## src/sv/bfp_pkg.sv

```systemverilog
// Shared types, codes and constants of the frame parser.
`timescale 1ns / 1ps

package bfp_pkg;

   typedef logic [8:0] offset_type;

   typedef enum logic [1:0] {
      MODE_HUNT,
      MODE_COLLECT,
      MODE_SKIP,
      MODE_IGNORE
   } mode_type;

   typedef enum logic [2:0] {
      ST_IDLE,
      ST_CELL_RD,
      ST_CELL_OUT,
      ST_SUMMARY,
      ST_MARK
   } ctrl_state_type;

   localparam logic [1:0] KIND_CELL     = 2'd0;
   localparam logic [1:0] KIND_SUMMARY  = 2'd1;
   localparam logic [1:0] KIND_SETTINGS = 2'd2;
   localparam logic [1:0] KIND_INFO     = 2'd3;

   localparam logic [7:0] TYPE_SETTINGS = 8'd1;
   localparam logic [7:0] TYPE_CELLS    = 8'd2;
   localparam logic [7:0] TYPE_INFO     = 8'd3;

   localparam offset_type OFF_TYPE      = 9'd4;
   localparam offset_type OFF_CELL_BASE = 9'd6;
   localparam offset_type OFF_CELL_HI   = 9'd7;
   localparam offset_type OFF_PACK_HI   = 9'd119;
   localparam offset_type OFF_CUR_HI    = 9'd127;
   localparam offset_type OFF_TEMP1_HI  = 9'd131;
   localparam offset_type OFF_TEMP2_HI  = 9'd133;
   localparam offset_type SKIP_COUNT    = 9'd3;

   typedef struct packed {
      logic [7:0] rx_byte;
      logic       buffer_end;
   } req_type;

   typedef struct packed {
      logic [1:0]         kind;
      logic [4:0]         cell_index;
      logic [15:0]        cell_millivolts;
      logic [4:0]         cell_count;
      logic [15:0]        pack_millivolts;
      logic signed [15:0] current_milliamps;
      logic [15:0]        temp_first;
      logic [15:0]        temp_second;
      logic [7:0]         frame_type;
      logic               last;
   } rsp_type;

   typedef struct packed {
      logic accept;
      logic cell_rd;
      logic load_cell;
      logic load_summary;
      logic load_mark;
   } cmd_type;

   typedef struct packed {
      logic frame_cells;
      logic frame_mark;
      logic no_cells;
      logic last_cell;
      logic out_free;
   } status_type;

   function automatic logic [7:0] header_byte(input logic [1:0] idx);
      logic [7:0] b;
      unique case (idx)
         2'd0: b = 8'h55;
         2'd1: b = 8'hAA;
         2'd2: b = 8'hEB;
         default: b = 8'h90;
      endcase
      return b;
   endfunction

endpackage

```

## src/sv/bfp_ctrl.sv

```systemverilog
// Controller: input acceptance and result emission sequencing.
`timescale 1ns / 1ps

module bfp_ctrl (
   input  logic                clock,
   input  logic                reset,
   input  logic                req_valid,
   output logic                req_stall,
   input  bfp_pkg::status_type status,
   output bfp_pkg::cmd_type    cmd
);

   bfp_pkg::ctrl_state_type state_ff, state_in;

   always_ff @(posedge clock) begin
      if (reset) begin
         state_ff <= bfp_pkg::ST_IDLE;
      end else begin
         state_ff <= state_in;
      end
   end

   always_comb begin
      state_in = state_ff;
      unique case (state_ff)
         bfp_pkg::ST_IDLE: begin
            if (req_valid) begin
               if (status.frame_cells) begin
                  state_in = status.no_cells ? bfp_pkg::ST_SUMMARY : bfp_pkg::ST_CELL_RD;
               end else if (status.frame_mark) begin
                  state_in = bfp_pkg::ST_MARK;
               end
            end
         end
         bfp_pkg::ST_CELL_RD: state_in = bfp_pkg::ST_CELL_OUT;
         bfp_pkg::ST_CELL_OUT: begin
            if (status.out_free) begin
               state_in = status.last_cell ? bfp_pkg::ST_SUMMARY : bfp_pkg::ST_CELL_RD;
            end
         end
         bfp_pkg::ST_SUMMARY: begin
            if (status.out_free) state_in = bfp_pkg::ST_IDLE;
         end
         bfp_pkg::ST_MARK: begin
            if (status.out_free) state_in = bfp_pkg::ST_IDLE;
         end
         default: state_in = bfp_pkg::ST_IDLE;
      endcase
   end

   always_comb begin
      req_stall        = (state_ff != bfp_pkg::ST_IDLE);
      cmd.accept       = req_valid && (state_ff == bfp_pkg::ST_IDLE);
      cmd.cell_rd      = (state_ff == bfp_pkg::ST_CELL_RD);
      cmd.load_cell    = (state_ff == bfp_pkg::ST_CELL_OUT) && status.out_free;
      cmd.load_summary = (state_ff == bfp_pkg::ST_SUMMARY) && status.out_free;
      cmd.load_mark    = (state_ff == bfp_pkg::ST_MARK) && status.out_free;
   end

endmodule

```

## src/sv/bfp_datapath.sv

```systemverilog
// Datapath: header hunt, frame field capture, cell memory and result register.
`timescale 1ns / 1ps

module bfp_datapath #(
   parameter int MAX_CELLS  = 24,
   parameter int FRAME_NEED = 300
) (
   input  logic                clock,
   input  logic                reset,
   input  bfp_pkg::req_type    req_data,
   input  bfp_pkg::cmd_type    cmd,
   output bfp_pkg::status_type status,
   input  logic                rsp_stall,
   output logic                rsp_valid,
   output bfp_pkg::rsp_type    rsp_data
);

   localparam int IW = (MAX_CELLS > 1) ? $clog2(MAX_CELLS) : 1;
   localparam int CW = $clog2(MAX_CELLS + 1);
   localparam bfp_pkg::offset_type CELL_END = bfp_pkg::offset_type'(6 + 2 * MAX_CELLS);
   localparam bfp_pkg::offset_type NEED     = bfp_pkg::offset_type'(FRAME_NEED);

   logic [1:0]          matched_ff, matched_in;
   bfp_pkg::mode_type   mode_ff, mode_in;
   bfp_pkg::offset_type offset_ff, offset_in;
   logic [7:0]          type_ff, type_in;
   logic [7:0]          low_ff, low_in;
   logic [CW-1:0]       found_ff, found_in;
   logic                counting_ff, counting_in;
   logic [15:0]         pack_ff, pack_in;
   logic [15:0]         cur_ff, cur_in;
   logic [15:0]         temp1_ff, temp1_in;
   logic [15:0]         temp2_ff, temp2_in;
   logic [CW-1:0]       emit_idx_ff, emit_idx_in;
   logic [15:0]         rd_data_ff;
   logic                rsp_valid_ff, rsp_valid_in;
   bfp_pkg::rsp_type    rsp_ff, rsp_in;

   logic [15:0]         cell_mem [MAX_CELLS];
   logic                cell_we;
   logic [IW-1:0]       cell_wr_idx;

   logic [7:0]          b;
   logic [15:0]         word;
   bfp_pkg::offset_type off_rel;
   bfp_pkg::offset_type off_dec;
   logic                at_end;

   assign b       = req_data.rx_byte;
   assign word    = {b, low_ff};
   assign off_rel = offset_ff - bfp_pkg::OFF_CELL_BASE;
   assign off_dec = (offset_ff != '0) ? offset_ff - bfp_pkg::offset_type'(1) : offset_ff;
   assign at_end  = (mode_ff == bfp_pkg::MODE_COLLECT) && (offset_ff >= NEED);
   assign cell_wr_idx = off_rel[IW:1];

   always_comb begin
      matched_in  = matched_ff;
      mode_in     = mode_ff;
      offset_in   = offset_ff;
      type_in     = type_ff;
      low_in      = low_ff;
      found_in    = found_ff;
      counting_in = counting_ff;
      pack_in     = pack_ff;
      cur_in      = cur_ff;
      temp1_in    = temp1_ff;
      temp2_in    = temp2_ff;
      cell_we     = 1'b0;
      if (cmd.accept) begin
         unique case (mode_ff)
            bfp_pkg::MODE_HUNT: begin
               if (b == bfp_pkg::header_byte(matched_ff)) begin
                  if (matched_ff == 2'd3) begin
                     matched_in  = 2'd0;
                     mode_in     = bfp_pkg::MODE_COLLECT;
                     offset_in   = bfp_pkg::OFF_TYPE;
                     found_in    = '0;
                     counting_in = 1'b1;
                  end else begin
                     matched_in = matched_ff + 2'd1;
                  end
               end else begin
                  matched_in = (b == bfp_pkg::header_byte(2'd0)) ? 2'd1 : 2'd0;
               end
            end
            bfp_pkg::MODE_COLLECT: begin
               if (offset_ff == bfp_pkg::OFF_TYPE) type_in = b;
               if (offset_ff >= bfp_pkg::OFF_CELL_HI && offset_ff[0] &&
                   offset_ff < CELL_END && counting_ff) begin
                  if (word == 16'd0) begin
                     counting_in = 1'b0;
                  end else begin
                     cell_we  = 1'b1;
                     found_in = found_ff + CW'(1);
                  end
               end
               if (offset_ff == bfp_pkg::OFF_PACK_HI)  pack_in  = word;
               if (offset_ff == bfp_pkg::OFF_CUR_HI)   cur_in   = word;
               if (offset_ff == bfp_pkg::OFF_TEMP1_HI) temp1_in = word;
               if (offset_ff == bfp_pkg::OFF_TEMP2_HI) temp2_in = word;
               low_in = b;
               if (at_end) begin
                  if (type_ff == bfp_pkg::TYPE_CELLS) begin
                     mode_in = bfp_pkg::MODE_IGNORE;
                  end else begin
                     mode_in   = bfp_pkg::MODE_SKIP;
                     offset_in = bfp_pkg::SKIP_COUNT;
                  end
               end else begin
                  offset_in = offset_ff + bfp_pkg::offset_type'(1);
               end
            end
            bfp_pkg::MODE_SKIP: begin
               offset_in = off_dec;
               if (off_dec == '0) begin
                  mode_in    = bfp_pkg::MODE_HUNT;
                  matched_in = 2'd0;
               end
            end
            default: ;
         endcase
         if (req_data.buffer_end) begin
            matched_in = 2'd0;
            mode_in    = bfp_pkg::MODE_HUNT;
            offset_in  = '0;
         end
      end
   end

   always_comb begin
      emit_idx_in = emit_idx_ff;
      if (cmd.accept) begin
         emit_idx_in = '0;
      end else if (cmd.load_cell) begin
         emit_idx_in = emit_idx_ff + CW'(1);
      end
   end

   always_comb begin
      rsp_in = rsp_ff;
      rsp_valid_in = rsp_valid_ff && rsp_stall;
      if (cmd.load_cell || cmd.load_summary || cmd.load_mark) begin
         rsp_valid_in = 1'b1;
         rsp_in       = '0;
         rsp_in.frame_type = type_ff;
         if (cmd.load_cell) begin
            rsp_in.kind            = bfp_pkg::KIND_CELL;
            rsp_in.cell_index      = 5'(emit_idx_ff);
            rsp_in.cell_millivolts = rd_data_ff;
         end else if (cmd.load_summary) begin
            rsp_in.kind              = bfp_pkg::KIND_SUMMARY;
            rsp_in.cell_count        = 5'(found_ff);
            rsp_in.pack_millivolts   = pack_ff;
            rsp_in.current_milliamps = cur_ff;
            rsp_in.temp_first        = temp1_ff;
            rsp_in.temp_second       = temp2_ff;
            rsp_in.last              = 1'b1;
         end else begin
            rsp_in.kind = (type_ff == bfp_pkg::TYPE_SETTINGS) ?
                          bfp_pkg::KIND_SETTINGS : bfp_pkg::KIND_INFO;
            rsp_in.last = 1'b1;
         end
      end
   end

   always_ff @(posedge clock) begin
      if (reset) begin
         matched_ff   <= 2'd0;
         mode_ff      <= bfp_pkg::MODE_HUNT;
         offset_ff    <= '0;
         type_ff      <= '0;
         low_ff       <= '0;
         found_ff     <= '0;
         counting_ff  <= 1'b1;
         pack_ff      <= '0;
         cur_ff       <= '0;
         temp1_ff     <= '0;
         temp2_ff     <= '0;
         emit_idx_ff  <= '0;
         rsp_valid_ff <= 1'b0;
      end else begin
         matched_ff   <= matched_in;
         mode_ff      <= mode_in;
         offset_ff    <= offset_in;
         type_ff      <= type_in;
         low_ff       <= low_in;
         found_ff     <= found_in;
         counting_ff  <= counting_in;
         pack_ff      <= pack_in;
         cur_ff       <= cur_in;
         temp1_ff     <= temp1_in;
         temp2_ff     <= temp2_in;
         emit_idx_ff  <= emit_idx_in;
         rsp_valid_ff <= rsp_valid_in;
      end
   end

   always_ff @(posedge clock) begin
      rsp_ff <= rsp_in;
   end

   always_ff @(posedge clock) begin
      if (cell_we) cell_mem[cell_wr_idx] <= word;
   end

   always_ff @(posedge clock) begin
      if (cmd.cell_rd) rd_data_ff <= cell_mem[emit_idx_ff[IW-1:0]];
   end

   assign status.frame_cells = at_end && (type_ff == bfp_pkg::TYPE_CELLS);
   assign status.frame_mark  = at_end && ((type_ff == bfp_pkg::TYPE_SETTINGS) ||
                                          (type_ff == bfp_pkg::TYPE_INFO));
   assign status.no_cells    = (found_ff == '0);
   assign status.last_cell   = (CW'(emit_idx_ff + CW'(1)) == found_ff);
   assign status.out_free    = !rsp_valid_ff || !rsp_stall;

   assign rsp_valid = rsp_valid_ff;
   assign rsp_data  = rsp_ff;

endmodule

```

## src/sv/bms_frame_parser.sv

```systemverilog
// Top level: received-byte frame parser for battery monitor replies.
// One byte is taken per cycle while parsing and not stalled; results leave through an output register.
// A cell frame's last byte stalls the input while each stored cell word is read from the
// cell memory and emitted in turn (memory read, then output register), then the summary word.
// A settings or info frame's last byte stalls the input while its marker word is loaded.
// Synchronous reset returns the parser to header hunting; the cell memory is not cleared.
`timescale 1ns / 1ps

module bms_frame_parser #(
   parameter int MAX_CELLS  = 24,
   parameter int FRAME_NEED = 300
) (
   input  logic             clock,
   input  logic             reset,
   input  logic             req_valid,
   output logic             req_stall,
   input  bfp_pkg::req_type req_data,
   output logic             rsp_valid,
   input  logic             rsp_stall,
   output bfp_pkg::rsp_type rsp_data
);

   bfp_pkg::cmd_type    cmd;
   bfp_pkg::status_type status;

   bfp_ctrl u_ctrl (
      .clock     (clock),
      .reset     (reset),
      .req_valid (req_valid),
      .req_stall (req_stall),
      .status    (status),
      .cmd       (cmd)
   );

   bfp_datapath #(
      .MAX_CELLS  (MAX_CELLS),
      .FRAME_NEED (FRAME_NEED)
   ) u_datapath (
      .clock     (clock),
      .reset     (reset),
      .req_data  (req_data),
      .cmd       (cmd),
      .status    (status),
      .rsp_stall (rsp_stall),
      .rsp_valid (rsp_valid),
      .rsp_data  (rsp_data)
   );

endmodule

```

## config.mk

```make
export PLATFORM = sky130hd
export DESIGN_NAME = bms_frame_parser
export DESIGN_NICKNAME = d
export VERILOG_FILES = /design/src/sv/bfp_pkg.sv /design/src/sv/bfp_ctrl.sv /design/src/sv/bfp_datapath.sv /design/src/sv/bms_frame_parser.sv
export SDC_FILE = /design/constraint.sdc
export NUM_CORES = 1
export LEC_CHECK = 0
export BUFFER_PORTS_ARGS = -buffer_cell sky130_fd_sc_hd__buf_4
export CAP_MARGIN = 20
export CORE_MARGIN = 8
export CORE_UTILIZATION = 61
export DETAILED_ROUTE_END_ITERATION = 8
export PLACE_DENSITY_LB_ADDON = 0.2
export SLEW_MARGIN = 40
export SYNTH_ARGS = -nofsm -noshare
export SYNTH_HDL_FRONTEND = slang
export SYNTH_HIERARCHICAL = 1
export SYNTH_SLANG_ARGS = --single-unit
```

## constraint.sdc

```tcl
create_clock -name clock -period 4.5 [get_ports clock]
set_input_delay 0.675 -clock clock [delete_from_list [all_inputs] [get_ports clock]]
set_output_delay 0.675 -clock clock [all_outputs]
set_load 0.005 [all_outputs]
```

==> results.toml <==
[outcome]
outcome = "completed"

[worst_setup_path]
critPathMaxFanout = 16
data_required_critical_path_ns = 4.78
crit_path_max_incr_delay_ns = 0.63
timing.rr.start = "u_datapath/offset_ff[5]"
rrSetupSlack_ns = 1.32
setup.worst_path.start = "u_datapath/offset_ff[5]"
cp_cell_sequence = "or4_1 > o211ai_1 > nand4bb_1 > nor2_1 > nand3_1 > nor4_2 > buf_4"
critical_path_class = "register to register"
critPathLaunchType = "register"
timing.critical_path.arrival_ns = 3.46
critPathSlowestCell = "or4_1"
critical_path.endpoint_type = "register"

[logic_synthesis]
ys_dominant_reg_cell = "edfxtp_1"
synth.net_count = 1497
synthXorXnorAreaFrac_pct = 0.687
syn-instance-count = 1470
post_synth_mux_area_share_pct = 13.5
ys_ff_latch = 609
synth-warning-count = 6
synth_compound_gate_area_share_pct = 3.55
syn-mean-instance-area_um2 = 16.5
synthDominantAreaCellType = "edfxtp_1"
synth_simple_gate_area_share_pct = 8.45
synth-seq-area-share_pct = 71.1
synth_cell_types = 73
yosys.area.top_type_share_pct = 62.1
netlist_area_mm2 = 0.0242
largest_family_of_logic_cells_by_synthesized_area = "multiplexers"
synthAdderAreaFrac_pct = 0.723
synth_edf_count = 501
synthArstFlopShare_pct = 0
synth_top_cells_by_area = "edfxtp_1 62%, mux4_2 10%, dfxtp_1 8.9%, mux2i_1 3.1%, and2_1 2.4%"

[die]
fp.dieH_um = 215
io_pins = 116
placementRows = 73
die_w_um = 215
core_mm2 = 0.0395
die_area_mm2 = 0.0463
starting_utilization_of_the_core_area_pct = 61.4

[route]
routed_wl_um = 58600
ant_nets = 0
first_iter_violations = 1262
vias = 13500
detail_route.drc_violations = 0
drt-pass1-iter-count = 5
wl_per_cell_um = 26.7
vias_per_std_cell = 6.16

[global_routing]
grt_pass1_vias = 13900
groute.usage.overall_pct = 24.9
overflow = 0
antenna_found_initial = 0
grt_start_max_net_pins = 102
grt_pass1_wl_um = 86800

[placed_design]
pre_cts_slack_ns = 1.33
dp.final_hpwl_um = 34700
count_of_input_and_output_buffers = 115
gp_congestion = 0.907

[layout]
final_layout_size_suffix_gt1_share_pct = 25.1
synthToLayoutAreaGrowth_pct = 15.3
postLayoutCoreUtil_pct = 70.7
design.final.nets = 1647
layout.cells.most_common = "edfxtp_1"
leading_cell_types_in_the_layout_fill_and_taps_excluded = "501 x edfxtp_1, 170 x buf_4, 118 x nor2_1, 112 x mux4_2, 105 x dfxtp_1"

[power_and_ir_drop]
p_total_mw = 11.1
cellPowerDensity_mw_per_mm2 = 398
p_leak_nw = 9.32
vdd_ir_drop_max_mv = 0.319

[sta]
timing.max_slew.rel_slack_pct = 45.4
fin_crit_ns = 3.18
slew_at_the_pin_closest_to_its_max_slew_limit_ns = 0.813
grt_setup_unrepaired = "no"
fin_skew_ns = 0.0199
final-max-slew-violation-count = 0
number_of_failing_hold_endpoints_at_the_final_stage = 0
endpoints_failing_setup = 0
final.period_utilization_pct = 70.7
post-route-worst-setup-slack_ns = 1.32
achievable-frequency_ghz = 0.314
tns_ns = 0

[min_path]
hold_path.startpoint = "req_data[0]"
min-delay-path-class = "input port to register"

[clocking]
clk-insertion-delay-late_ns = 0.63
tritoncts_sink_count = 609
post_cts.repair.setup_buffers = 0
clkSlewWorstSetupHoldPaths_ns = 0.06
ctsHoldBuffers = 0
ctsLongestPathBuffers = 3
clk_root_buffer_cell = "clkbuf_16"
maximum_level_of_the_cts_h_tree = 2
tritoncts = "done"
ctsResizeCount = 0
tritoncts.num_buffers = 59

[flow_run]
max-cap-violations = 0
-- critical path, delay by kind of cell (launching register included) --
family	cells	cell delay [ns]
simple gates	5	1.72
flops	1	0.51
compound gates	1	0.25
buf+inv	1	0.35
-- state kept, by name (all words and copies together) (netlist names) --
register and flops:
u_datapath/cell_mem 384, u_datapath/rsp_data 101, u_datapath/cur_ff 16, u_datapath/pack_ff 16, u_datapath/rd_data_ff 16, u_datapath/temp1_ff 16
u_datapath/temp2_ff 16, u_datapath/offset_ff 9, u_datapath/low_ff 8, u_datapath/type_ff 8, u_datapath/emit_idx_ff 5, u_datapath/found_ff 5
u_ctrl/state_ff 3, u_datapath/matched_ff 2, u_datapath/mode_ff 2, u_datapath/counting_ff 1, u_datapath/rsp_valid 1
-- metal layers --
metal | vias to the layer above | GRT usage, % | share of wire, %
li1 | 5936 | - | -
met2 | 546 | 42.8 | 50
met4 | 0 | 9.03 | 3.5
met1 | 6930 | 31.6 | 39
met3 | 119 | 4.37 | 6.7
met5 | - | 0 | 0
-- cell type report --
type                            count  area, µm²
Sequential cell                   609      17200
Fill cell                        2540      11500
Multi-Input combinational cell    747       6620
Clock buffer                       77       1600
Timing Repair Buffer              178       1410
Tap cell                          525        657
Clock inverter                     34        313
Inverter                           25       96.3
Antenna cell                        1       2.50
-- cells by family after synthesis --
| logic type | count (synthesis) |
|---|---|
| buffers and inverters | 114 |
| muxes | 187 |
| adders and majority gates | 14 |
| DFF | 609 |
| and+or+nand+nor | 399 |
| xor gates and xnor gates | 19 |
| AOI/OAI and AO/OA | 128 |
-- synth_stat cells (all sizes together) (5+ instances only) --
cell,n
nor3,28
a22o,7
a21oi,56
clkbuf,58
dfxtp,108
or3,5
buf,31
o21ai,12
mux2i,75
nand2,79
ha,14
nand3,21
o211ai,6
nor2,118
and2,94
nand4,7
edfxtp,501
xor2,10
nor4,14
inv,25
mux4,112
nand2b,6
xnor2,9
-- worst paths after layout --
check / cells past startpoint / to
setup / recovery: 7 / u_datapath/cell_mem[0][10]
setup reg to reg: 7 / u_datapath/cell_mem[0][10]
hold / removal: 4 / u_datapath/mode_ff[1]
hold reg to reg: 2 / u_datapath/pack_ff[5]
-- where the power goes --
part	internal [mW]	switching, mW	leakage, nW	total [mW]
Sequential	6.06	0.00175	5.54	6.06
Combinational	0.0309	0.121	2.84	0.152
Clock	2.79	2.10	0.934	4.89
Total	8.87	2.22	9.32	11.1
-- through the flow --
step,instance area (µm²),instances,hold slack [ns]
after floorplan,24200,1470,0.427
after global placement,25900,2080,0.433
after detailed placement,26000,2084,0.440
after CTS,27900,2195,0.411
after global routing,27900,2195,0.416
final,27900,2196,0.440
Note: power is estimated with default switching activity, not from simulation.
